`config.mk`:
```
export PLATFORM = sky130hd
export DESIGN_NAME = video_line_timing_and_interrupts_top
export DESIGN_NICKNAME = d
export VERILOG_FILES = /design/src/rtl/vlti_pkg.sv /design/src/rtl/vlti_hv_map.sv /design/src/rtl/vlti_core.sv /design/src/rtl/video_line_timing_and_interrupts_top.sv
export SDC_FILE = /design/constraint.sdc
export NUM_CORES = 1
export LEC_CHECK = 0
export BUFFER_PORTS_ARGS = -buffer_cell sky130_fd_sc_hd__buf_2
export CAP_MARGIN = 10
export CORE_AREA = 2 2 155 157
export CTS_BUF_LIST = sky130_fd_sc_hd__clkbuf_4 sky130_fd_sc_hd__clkbuf_8
export CTS_CLUSTER_SIZE = 16
export DETAILED_ROUTE_END_ITERATION = 10
export DIE_AREA = 0 0 157 159
export PLACE_DENSITY_LB_ADDON = 0.3
export SLEW_MARGIN = 5
export SYNTH_ARGS = -nofsm -noshare
export SYNTH_HDL_FRONTEND = slang
export SYNTH_SLANG_ARGS = --single-unit
```
`constraint.sdc`:
```
create_clock -name i_clk -period 12.15 [get_ports i_clk]
set_input_delay 3.0375 -clock i_clk [delete_from_list [all_inputs] [get_ports i_clk]]
set_output_delay 3.0375 -clock i_clk [all_outputs]
set_load 0.1 [all_outputs]
```
`src/rtl/vlti_pkg.sv`:
```
package vlti_pkg;

    localparam int MCLK_PER_LINE_DEFAULT = 3420;
    localparam int LINE_CLOCK_W          = 12;
    localparam int H40_DOTS              = 420;
    localparam int H32_DOTS              = 342;

    // horizontal counter mapping
    localparam logic [11:0] H40_OFFSET  = 12'hD;
    localparam logic [11:0] H32_OFFSET  = 12'hB;
    localparam logic [11:0] H40_JUMP_AT = 12'h16D;
    localparam logic [11:0] H32_JUMP_AT = 12'h128;
    localparam logic [11:0] H40_JUMP    = 12'(12'h1C9 - 12'h16D);
    localparam logic [11:0] H32_JUMP    = 12'(12'h1D2 - 12'h128);

    // vertical counter mapping
    localparam logic [8:0] V_PAL240_AT   = 9'h10B;
    localparam logic [8:0] V_PAL224_AT   = 9'h103;
    localparam logic [8:0] V_NTSC_AT     = 9'h0EB;
    localparam logic [9:0] V_PAL240_JUMP = 10'(10'h1D2 - 10'h10B);
    localparam logic [9:0] V_PAL224_JUMP = 10'(10'h1CA - 10'h103);
    localparam logic [9:0] V_NTSC_JUMP   = 10'(10'h1E5 - 10'h0EB);

    localparam logic [8:0] VB_START_240 = 9'h0F0;
    localparam logic [8:0] VB_START_224 = 9'h0E0;
    localparam logic [8:0] LINES_PAL    = 9'd313;
    localparam logic [8:0] LINES_NTSC   = 9'd262;
    localparam logic [8:0] V_MAX        = 9'h1FF;

    localparam logic [8:0] H40_HBLANK_END   = 9'h00A;
    localparam logic [8:0] H40_HBLANK_START = 9'h166;
    localparam logic [8:0] H32_HBLANK_END   = 9'h009;
    localparam logic [8:0] H32_HBLANK_START = 9'h126;

    localparam logic [15:0] STATUS_BASE = 16'h3C00;
    localparam logic [15:0] FIFO_EMPTY  = 16'h0200;
    localparam logic [15:0] ACK_HINT_PENDING = 16'h0004;

    typedef enum logic [2:0] {
        ACT_LINE_END = 3'd0,
        ACT_ACK6     = 3'd1,
        ACT_ACK4     = 3'd2,
        ACT_STATUS   = 3'd3,
        ACT_HV_READ  = 3'd4
    } t_action;

    typedef enum logic [2:0] {
        CFG_LINE_RELOAD   = 3'd0,
        CFG_LINE_INT_EN   = 3'd1,
        CFG_VBLANK_INT_EN = 3'd2,
        CFG_DISPLAY_EN    = 3'd3,
        CFG_PAL_MODE      = 3'd4,
        CFG_WIDE_MODE     = 3'd5,
        CFG_PAL_CONSOLE   = 3'd6
    } t_cfg_idx;

    typedef struct packed {
        logic [7:0] line_reload;
        logic       line_int_en;
        logic       vblank_int_en;
        logic       display_en;
        logic       pal_mode;
        logic       wide_mode;
        logic       pal_console;
    } t_cfg;

    typedef struct packed {
        logic        z80_irq;
        logic        raise_level6;
        logic        raise_level4;
        logic [8:0]  render_line;
        logic [15:0] read_data;
    } t_result;

endpackage

```
`src/rtl/vlti_hv_map.sv`:
```
module vlti_hv_map
    import vlti_pkg::*;
#(
    parameter int MASTER_CLOCKS_PER_LINE = MCLK_PER_LINE_DEFAULT
) (
    input  t_cfg                    i_cfg,
    input  logic [8:0]              i_line_index,
    input  logic [LINE_CLOCK_W-1:0] i_line_clock,
    output logic [8:0]              o_hcount,
    output logic [8:0]              o_vcount
);

    // floor(clk * dots / M) as one multiply by a scaled reciprocal, exact over the clock range
    localparam int NUM_W = $clog2((2 ** LINE_CLOCK_W) * H40_DOTS);
    localparam int SHIFT = NUM_W + $clog2(MASTER_CLOCKS_PER_LINE);
    localparam longint unsigned RECIP =
        ((64'd1 << SHIFT) + 64'(MASTER_CLOCKS_PER_LINE) - 64'd1) / 64'(MASTER_CLOCKS_PER_LINE);
    localparam longint unsigned K40 = 64'(H40_DOTS) * RECIP;
    localparam longint unsigned K32 = 64'(H32_DOTS) * RECIP;
    localparam int KW = $clog2(K40 + 64'd1);
    localparam int PW = LINE_CLOCK_W + KW;

    logic [KW-1:0] k_sel;
    logic [PW-1:0] prod;
    logic [11:0]   h_pos;
    logic [11:0]   h_adj;
    logic [9:0]    v_adj;

    always_comb begin
        k_sel = i_cfg.wide_mode ? KW'(K40) : KW'(K32);
        prod  = PW'(i_line_clock) * PW'(k_sel);
        h_pos = 12'(prod[PW-1:SHIFT]) + (i_cfg.wide_mode ? H40_OFFSET : H32_OFFSET);
        if (i_cfg.wide_mode) begin
            h_adj = (h_pos >= H40_JUMP_AT) ? h_pos + H40_JUMP : h_pos;
        end else begin
            h_adj = (h_pos >= H32_JUMP_AT) ? h_pos + H32_JUMP : h_pos;
        end
        o_hcount = h_adj[8:0];

        v_adj = {1'b0, i_line_index};
        if (i_cfg.pal_console && i_cfg.pal_mode && i_line_index >= V_PAL240_AT) begin
            v_adj = v_adj + V_PAL240_JUMP;
        end else if (i_cfg.pal_console && !i_cfg.pal_mode && i_line_index >= V_PAL224_AT) begin
            v_adj = v_adj + V_PAL224_JUMP;
        end else if (!i_cfg.pal_console && i_line_index >= V_NTSC_AT) begin
            v_adj = v_adj + V_NTSC_JUMP;
        end
        o_vcount = v_adj[8:0];
    end

endmodule

```
`src/rtl/vlti_core.sv`:
```
module vlti_core
    import vlti_pkg::*;
#(
    parameter int MASTER_CLOCKS_PER_LINE = MCLK_PER_LINE_DEFAULT
) (
    input  logic                    i_clk,
    input  logic                    i_rst_n,
    input  t_cfg                    i_cfg,
    input  logic                    i_step,
    input  logic [2:0]              i_action,
    input  logic [LINE_CLOCK_W-1:0] i_line_clock,
    output t_result                 o_result
);

    logic [8:0] r_line_idx, n_line_idx;
    logic [7:0] r_countdown, n_countdown;
    logic       r_hint, n_hint;
    logic       r_vint, n_vint;
    logic       r_z80, n_z80;

    logic [8:0] hcount, vcount;
    logic [8:0] vb_start, total, next_idx;
    logic [7:0] cd_base;
    logic       vblank, hblank;

    vlti_hv_map #(
        .MASTER_CLOCKS_PER_LINE(MASTER_CLOCKS_PER_LINE)
    ) u_hv_map (
        .i_cfg       (i_cfg),
        .i_line_index(r_line_idx),
        .i_line_clock(i_line_clock),
        .o_hcount    (hcount),
        .o_vcount    (vcount)
    );

    always_comb begin
        vb_start = i_cfg.pal_mode ? VB_START_240 : VB_START_224;
        total    = i_cfg.pal_console ? LINES_PAL : LINES_NTSC;
        vblank   = !i_cfg.display_en || (vcount >= vb_start && vcount < V_MAX);
        hblank   = i_cfg.wide_mode ? (hcount < H40_HBLANK_END || hcount >= H40_HBLANK_START)
                                   : (hcount < H32_HBLANK_END || hcount >= H32_HBLANK_START);

        n_line_idx  = r_line_idx;
        n_countdown = r_countdown;
        n_hint      = r_hint;
        n_vint      = r_vint;
        n_z80       = r_z80;
        cd_base     = r_countdown;
        next_idx    = 9'(r_line_idx + 9'd1);

        o_result              = '0;
        o_result.render_line  = r_line_idx;

        case (t_action'(i_action))
            ACT_LINE_END: begin
                // reload in vblank and at the top of the frame
                if (r_line_idx == 9'd0 || r_line_idx >= 9'(vb_start + 9'd1)) begin
                    cd_base = i_cfg.line_reload;
                end
                if (cd_base == 8'd0) begin
                    if (i_cfg.line_int_en && r_line_idx <= vb_start) begin
                        n_hint = 1'b1;
                        o_result.raise_level4 = !r_vint;
                    end
                    n_countdown = i_cfg.line_reload;
                end else begin
                    n_countdown = cd_base - 8'd1;
                end
                if (next_idx >= total) begin
                    next_idx = '0;
                end
                n_line_idx = next_idx;
                if (next_idx == vb_start) begin
                    if (i_cfg.vblank_int_en) begin
                        n_vint = 1'b1;
                        o_result.raise_level6 = 1'b1;
                    end
                    n_z80 = 1'b1;
                end
                if (next_idx == 9'(vb_start + 9'd1)) begin
                    n_z80 = 1'b0;
                end
            end
            ACT_ACK6: begin
                n_vint = 1'b0;
                o_result.read_data = r_hint ? ACK_HINT_PENDING : 16'd0;
            end
            ACT_ACK4: begin
                n_hint = 1'b0;
            end
            ACT_STATUS: begin
                o_result.read_data = STATUS_BASE | FIFO_EMPTY
                                   | {8'd0, r_vint, 3'd0, vblank, hblank, 1'b0, i_cfg.pal_mode};
            end
            ACT_HV_READ: begin
                o_result.read_data = {vcount[7:0], hcount[8:1]};
            end
            default: begin
            end
        endcase

        o_result.z80_irq = n_z80;
    end

    always_ff @(posedge i_clk) begin
        if (!i_rst_n) begin
            r_line_idx  <= '0;
            r_countdown <= '0;
            r_hint      <= 1'b0;
            r_vint      <= 1'b0;
            r_z80       <= 1'b0;
        end else if (i_step) begin
            r_line_idx  <= n_line_idx;
            r_countdown <= n_countdown;
            r_hint      <= n_hint;
            r_vint      <= n_vint;
            r_z80       <= n_z80;
        end
    end

`ifndef SYNTH
    a_line_in_frame: assert property (@(posedge i_clk) disable iff (!i_rst_n)
        r_line_idx < LINES_PAL)
        else $error("line index beyond longest frame");

    a_z80_on_line_end: assert property (@(posedge i_clk) disable iff (!i_rst_n)
        $rose(r_z80) |-> $past(i_step && i_action == ACT_LINE_END))
        else $error("z80 irq raised outside a line end");

    a_vint_on_line_end: assert property (@(posedge i_clk) disable iff (!i_rst_n)
        $rose(r_vint) |-> $past(i_step && i_action == ACT_LINE_END && i_cfg.vblank_int_en))
        else $error("vint pending set outside an enabled line end");
`endif

endmodule

```
`src/rtl/video_line_timing_and_interrupts_top.sv`:
```
// Path: an accepted item sits in the input register, moves to the result register when the
// result register is empty or being taken, and is offered on the master side from then on.
// Throughput: one item per cycle while the master side takes results; the horizontal counter
// path is one constant-reciprocal multiply between the input and result registers.
// Reset: synchronous, active low; clears line state, pending flags and all configuration to 0.
module video_line_timing_and_interrupts_top
    import vlti_pkg::*;
#(
    parameter int MASTER_CLOCKS_PER_LINE = MCLK_PER_LINE_DEFAULT
) (
    input  logic        i_clk,
    input  logic        i_rst_n,
    input  logic        i_cfg_we,
    input  logic [2:0]  i_cfg_addr,
    input  logic [7:0]  i_cfg_wdata,
    input  logic        i_s_tvalid,
    output logic        o_s_tready,
    input  logic [15:0] i_s_tdata,   // [11:0] line_clock, [15:12] zero
    input  logic [2:0]  i_s_tuser,   // [2:0] action
    output logic        o_m_tvalid,
    input  logic        i_m_tready,
    output logic [31:0] o_m_tdata    // [15:0] read_data, [24:16] render_line,
                                     // [25] raise_level4, [26] raise_level6, [27] z80_irq
);

    t_cfg                    r_cfg;
    logic                    r_in_valid;
    logic [2:0]              r_in_action;
    logic [LINE_CLOCK_W-1:0] r_in_clock;
    logic                    r_out_valid;
    t_result                 r_out;
    t_result                 core_result;
    logic                    advance;

    assign advance    = r_in_valid && (!r_out_valid || i_m_tready);
    assign o_s_tready = !r_in_valid || advance;
    assign o_m_tvalid = r_out_valid;
    assign o_m_tdata  = {4'd0, r_out};

    always_ff @(posedge i_clk) begin
        if (!i_rst_n) begin
            r_cfg <= '0;
        end else if (i_cfg_we) begin
            unique case (t_cfg_idx'(i_cfg_addr))
                CFG_LINE_RELOAD:   r_cfg.line_reload   <= i_cfg_wdata;
                CFG_LINE_INT_EN:   r_cfg.line_int_en   <= i_cfg_wdata[0];
                CFG_VBLANK_INT_EN: r_cfg.vblank_int_en <= i_cfg_wdata[0];
                CFG_DISPLAY_EN:    r_cfg.display_en    <= i_cfg_wdata[0];
                CFG_PAL_MODE:      r_cfg.pal_mode      <= i_cfg_wdata[0];
                CFG_WIDE_MODE:     r_cfg.wide_mode     <= i_cfg_wdata[0];
                CFG_PAL_CONSOLE:   r_cfg.pal_console   <= i_cfg_wdata[0];
                default: begin
                end
            endcase
        end
    end

    always_ff @(posedge i_clk) begin
        if (!i_rst_n) begin
            r_in_valid  <= 1'b0;
            r_out_valid <= 1'b0;
        end else begin
            if (o_s_tready) begin
                r_in_valid <= i_s_tvalid;
            end
            if (advance) begin
                r_out_valid <= 1'b1;
            end else if (i_m_tready) begin
                r_out_valid <= 1'b0;
            end
        end
    end

    always_ff @(posedge i_clk) begin
        if (i_s_tvalid && o_s_tready) begin
            r_in_action <= i_s_tuser;
            r_in_clock  <= i_s_tdata[LINE_CLOCK_W-1:0];
        end
        if (advance) begin
            r_out <= core_result;
        end
    end

    vlti_core #(
        .MASTER_CLOCKS_PER_LINE(MASTER_CLOCKS_PER_LINE)
    ) u_core (
        .i_clk       (i_clk),
        .i_rst_n     (i_rst_n),
        .i_cfg       (r_cfg),
        .i_step      (advance),
        .i_action    (r_in_action),
        .i_line_clock(r_in_clock),
        .o_result    (core_result)
    );

`ifndef SYNTH
    a_out_from_stage: assert property (@(posedge i_clk) disable iff (!i_rst_n)
        $rose(r_out_valid) |-> $past(r_in_valid))
        else $error("result appeared without a staged item");

    a_no_overwrite: assert property (@(posedge i_clk) disable iff (!i_rst_n)
        (r_out_valid && !i_m_tready) |=> (r_out_valid && $stable(r_out)))
        else $error("stalled result overwritten");

    a_stage_held: assert property (@(posedge i_clk) disable iff (!i_rst_n)
        (r_in_valid && !advance)
            |=> (r_in_valid && $stable(r_in_action) && $stable(r_in_clock)))
        else $error("staged item changed while stalled");
`endif

endmodule

```
==> impl_metrics.toml <==
[floorplan]
die_x_microns = 157
dieArea_sq_mm = 0.0250
die_height_microns = 159
initial_core_util = 0.541
core_sq_mm = 0.0232
rows = 56
pin_count = 69

[global_routing]
antenna_found_initial = 0
grt_first_pass_wirelength_mm = 50.6
grt_max_degree = 37
grt-ovfl-total = 0
grt_pass1_vias = 9703
track_usage = 0.258

[sta]
finClkSkew_ns = 0.0158
fin_crit_ns = 10.41
final-setup-viol-count = 0
fmax_ghz = 0.0960
period_share = 0.857
worst_slew_pin_slew_ns = 1.03
maxSlewHeadroom = 0.312
slew_violations = 0
fin_setup_tns_ns = 0
rsz0062_at_grt = "false"
hold_viol = 0

[routing]
drt-met1-wl_mm = 13.4
ant_nets = 0
num_vias = 9512
route.detailed.drc = 0
routed_wl_mm = 30.1
first_pass_iters = 5
via_per_inst = 5.54
drt_iter0_markers = 637
avgRoutedWirePerCell_microns = 17.6
routed.top_layer = "met4"
wl_met3_mm = 1.26
wl_met2_mm = 14.5

[layout]
fill_cells = 2070
areaGrowthSynthToFinish_pct = 6.26
layout.nets = 1748
layout_common_cells = "inv_1 (267), fa_1 (169), ha_1 (152), nand2_1 (105), a21oi_1 (64)"
final_common_cell = "inv_1"
n_antenna_cell = 0
final_area_sq_mm = 0.0133
drive_gt1_frac = 0.0895

[clocking]
cts.repair.resized = 0
cts_inserted_buffers = 9
hold_buffers = 0
cts_tree = "built"
clk_pin_slew_ns = 0.10
postCtsSetupBuffers = 0
clockBufferDepth = 2
htreeDepth = 3
cts_root_buffer = "clkbuf_8"
clock_latency_ns = 0.40
cts_sinks = 79

[critical_path]
cp.arrival_ns = 10.63
worstPathRequired_ns = 12.37
crit_path_end_kind = "register"
start_kind = "register"
crit_slowest_cell = "xnor2_1"
worst-path-max-fanout = 12
cpMostUsedCell = "inv_1"
path_class = "register to register"
critPathMaxStageDelay_ns = 0.70

[placed_design]
gp_routability_congestion = 0.942
dp_hpwl_mm = 25.2
io_buffer_count = 60
place_area_sq_mm = 0.0131

[yosys]
synth_flop_cell = "edfxtp_1"
ys_async_sr_fraction = 0
syn_area_per_cell_sq_um = 9.28
syn_area_sq_mm = 0.0125
synth-seq-area-share = 0.160
ys_seq_elements = 79
ys_types = 93
synth_edf_count = 43
synth_warnings = 0
synthCells = 1351

[min_path]
hold_class = "register to register"

[outcome]
outcome = "complete, no violations"

[flow_run]
drv_cap = 0
## path summary, 6_finish.rpt
kind                                                          from                                 end  slack [ns]  depth (start not counted)
worst min-delay path            u_core.r_countdown[1]$_SDFFE_PN0P_  u_core.r_countdown[1]$_SDFFE_PN0P_        0.48                          2
worst min register to register  u_core.r_countdown[1]$_SDFFE_PN0P_  u_core.r_countdown[1]$_SDFFE_PN0P_        0.48                          2
worst max register to register               r_cfg[1]$_SDFFE_PN0P_              o_m_tdata[2]$_DFFE_PP_        1.74                         35
worst max-delay path                         r_cfg[1]$_SDFFE_PN0P_              o_m_tdata[2]$_DFFE_PP_        1.74                         35
## area by class of cell
cell class | instances | area (sq um) | share of cell area
multi-input combinational | 969 | 9380 | 0.704
sequential | 79 | 2010 | 0.151
inverter | 269 | 1010 | 0.0758
tap | 319 | 399 | 0.0300
timing repair buffer | 64 | 330 | 0.0248
clock buffer | 9 | 124 | 0.00930
clock inverter | 7 | 73.8 | 0.00554
## state kept, by name, summed over array words and instances, names as in the netlist
| name | cells |
|---|---|
| o_m_tdata | 28 |
| r_cfg | 14 |
| r_in_clock | 12 |
| u_core.r_line_idx | 9 |
| u_core.r_countdown | 8 |
| r_in_action | 3 |
| o_m_tvalid | 1 |
| r_in_valid | 1 |
| u_core.r_hint | 1 |
| u_core.r_vint | 1 |
| u_core.r_z80 | 1 |
## stage by stage
stage | utilization | instances | worst slack (ns) | hold WS [ns]
after floorplan | - | 1361 | 3.08 | 0.406
after global placement | 0.566 | 1700 | 2.04 | 0.450
after detailed placement | 0.566 | 1700 | 1.94 | 0.465
after CTS | 0.575 | 1716 | 1.86 | 0.480
after global routing | 0.575 | 1716 | 1.14 | 0.520
final | 0.575 | 1716 | 1.74 | 0.479
## cell families (layout without fill, tap and decap cells)
kind of cell             count (synthesis)  count (layout)  synth area share
AO/OA/AOI/OAI                          252             252             0.138
XOR/XNOR                                46              46            0.0369
adder cells (fa/ha/maj)                321             321             0.421
buffers and inverters                  313             349            0.0954
flip-flops                              79              79             0.160
multiplexers                            13              13            0.0126
other                                    2              12          0.000599
AND/OR/NAND/NOR                        325             325             0.135
## cell usage after synthesis (20+ instances only)
library cell	n	area [sq um]
fa_1	169	3380
a21oi_1	64	320
inv_1	267	1000
nand2_1	105	394
clkbuf_1	34	128
edfxtp_1	43	1290
o21ai_0	54	270
nor2_1	57	214
nor3_1	22	110
xnor2_1	31	272
ha_1	152	1900
and2_1	20	125
dfxtp_1	36	721
## critical path: cells and delay by family (launching register included)
family,cells,cell delay [ns]
fa+ha+maj,8,3.48
simple gates,6,1.55
buf+inv,8,1.01
flops,1,0.68
xor+xnor,3,1.12
compound gates,10,2.38
## per-layer routing
| layer | vias to the layer above | GRT usage |
|---|---|---|
| li1 | 4572 | - |
| met1 | 4597 | 0.362 |
| met2 | 286 | 0.420 |
| met3 | 57 | 0.0253 |
| met4 | 0 | 0.0905 |
| met5 | - | 0 |
Power is not shown: default switching activity piles up to over one toggle a cycle in this logic, so the estimate is an artifact.
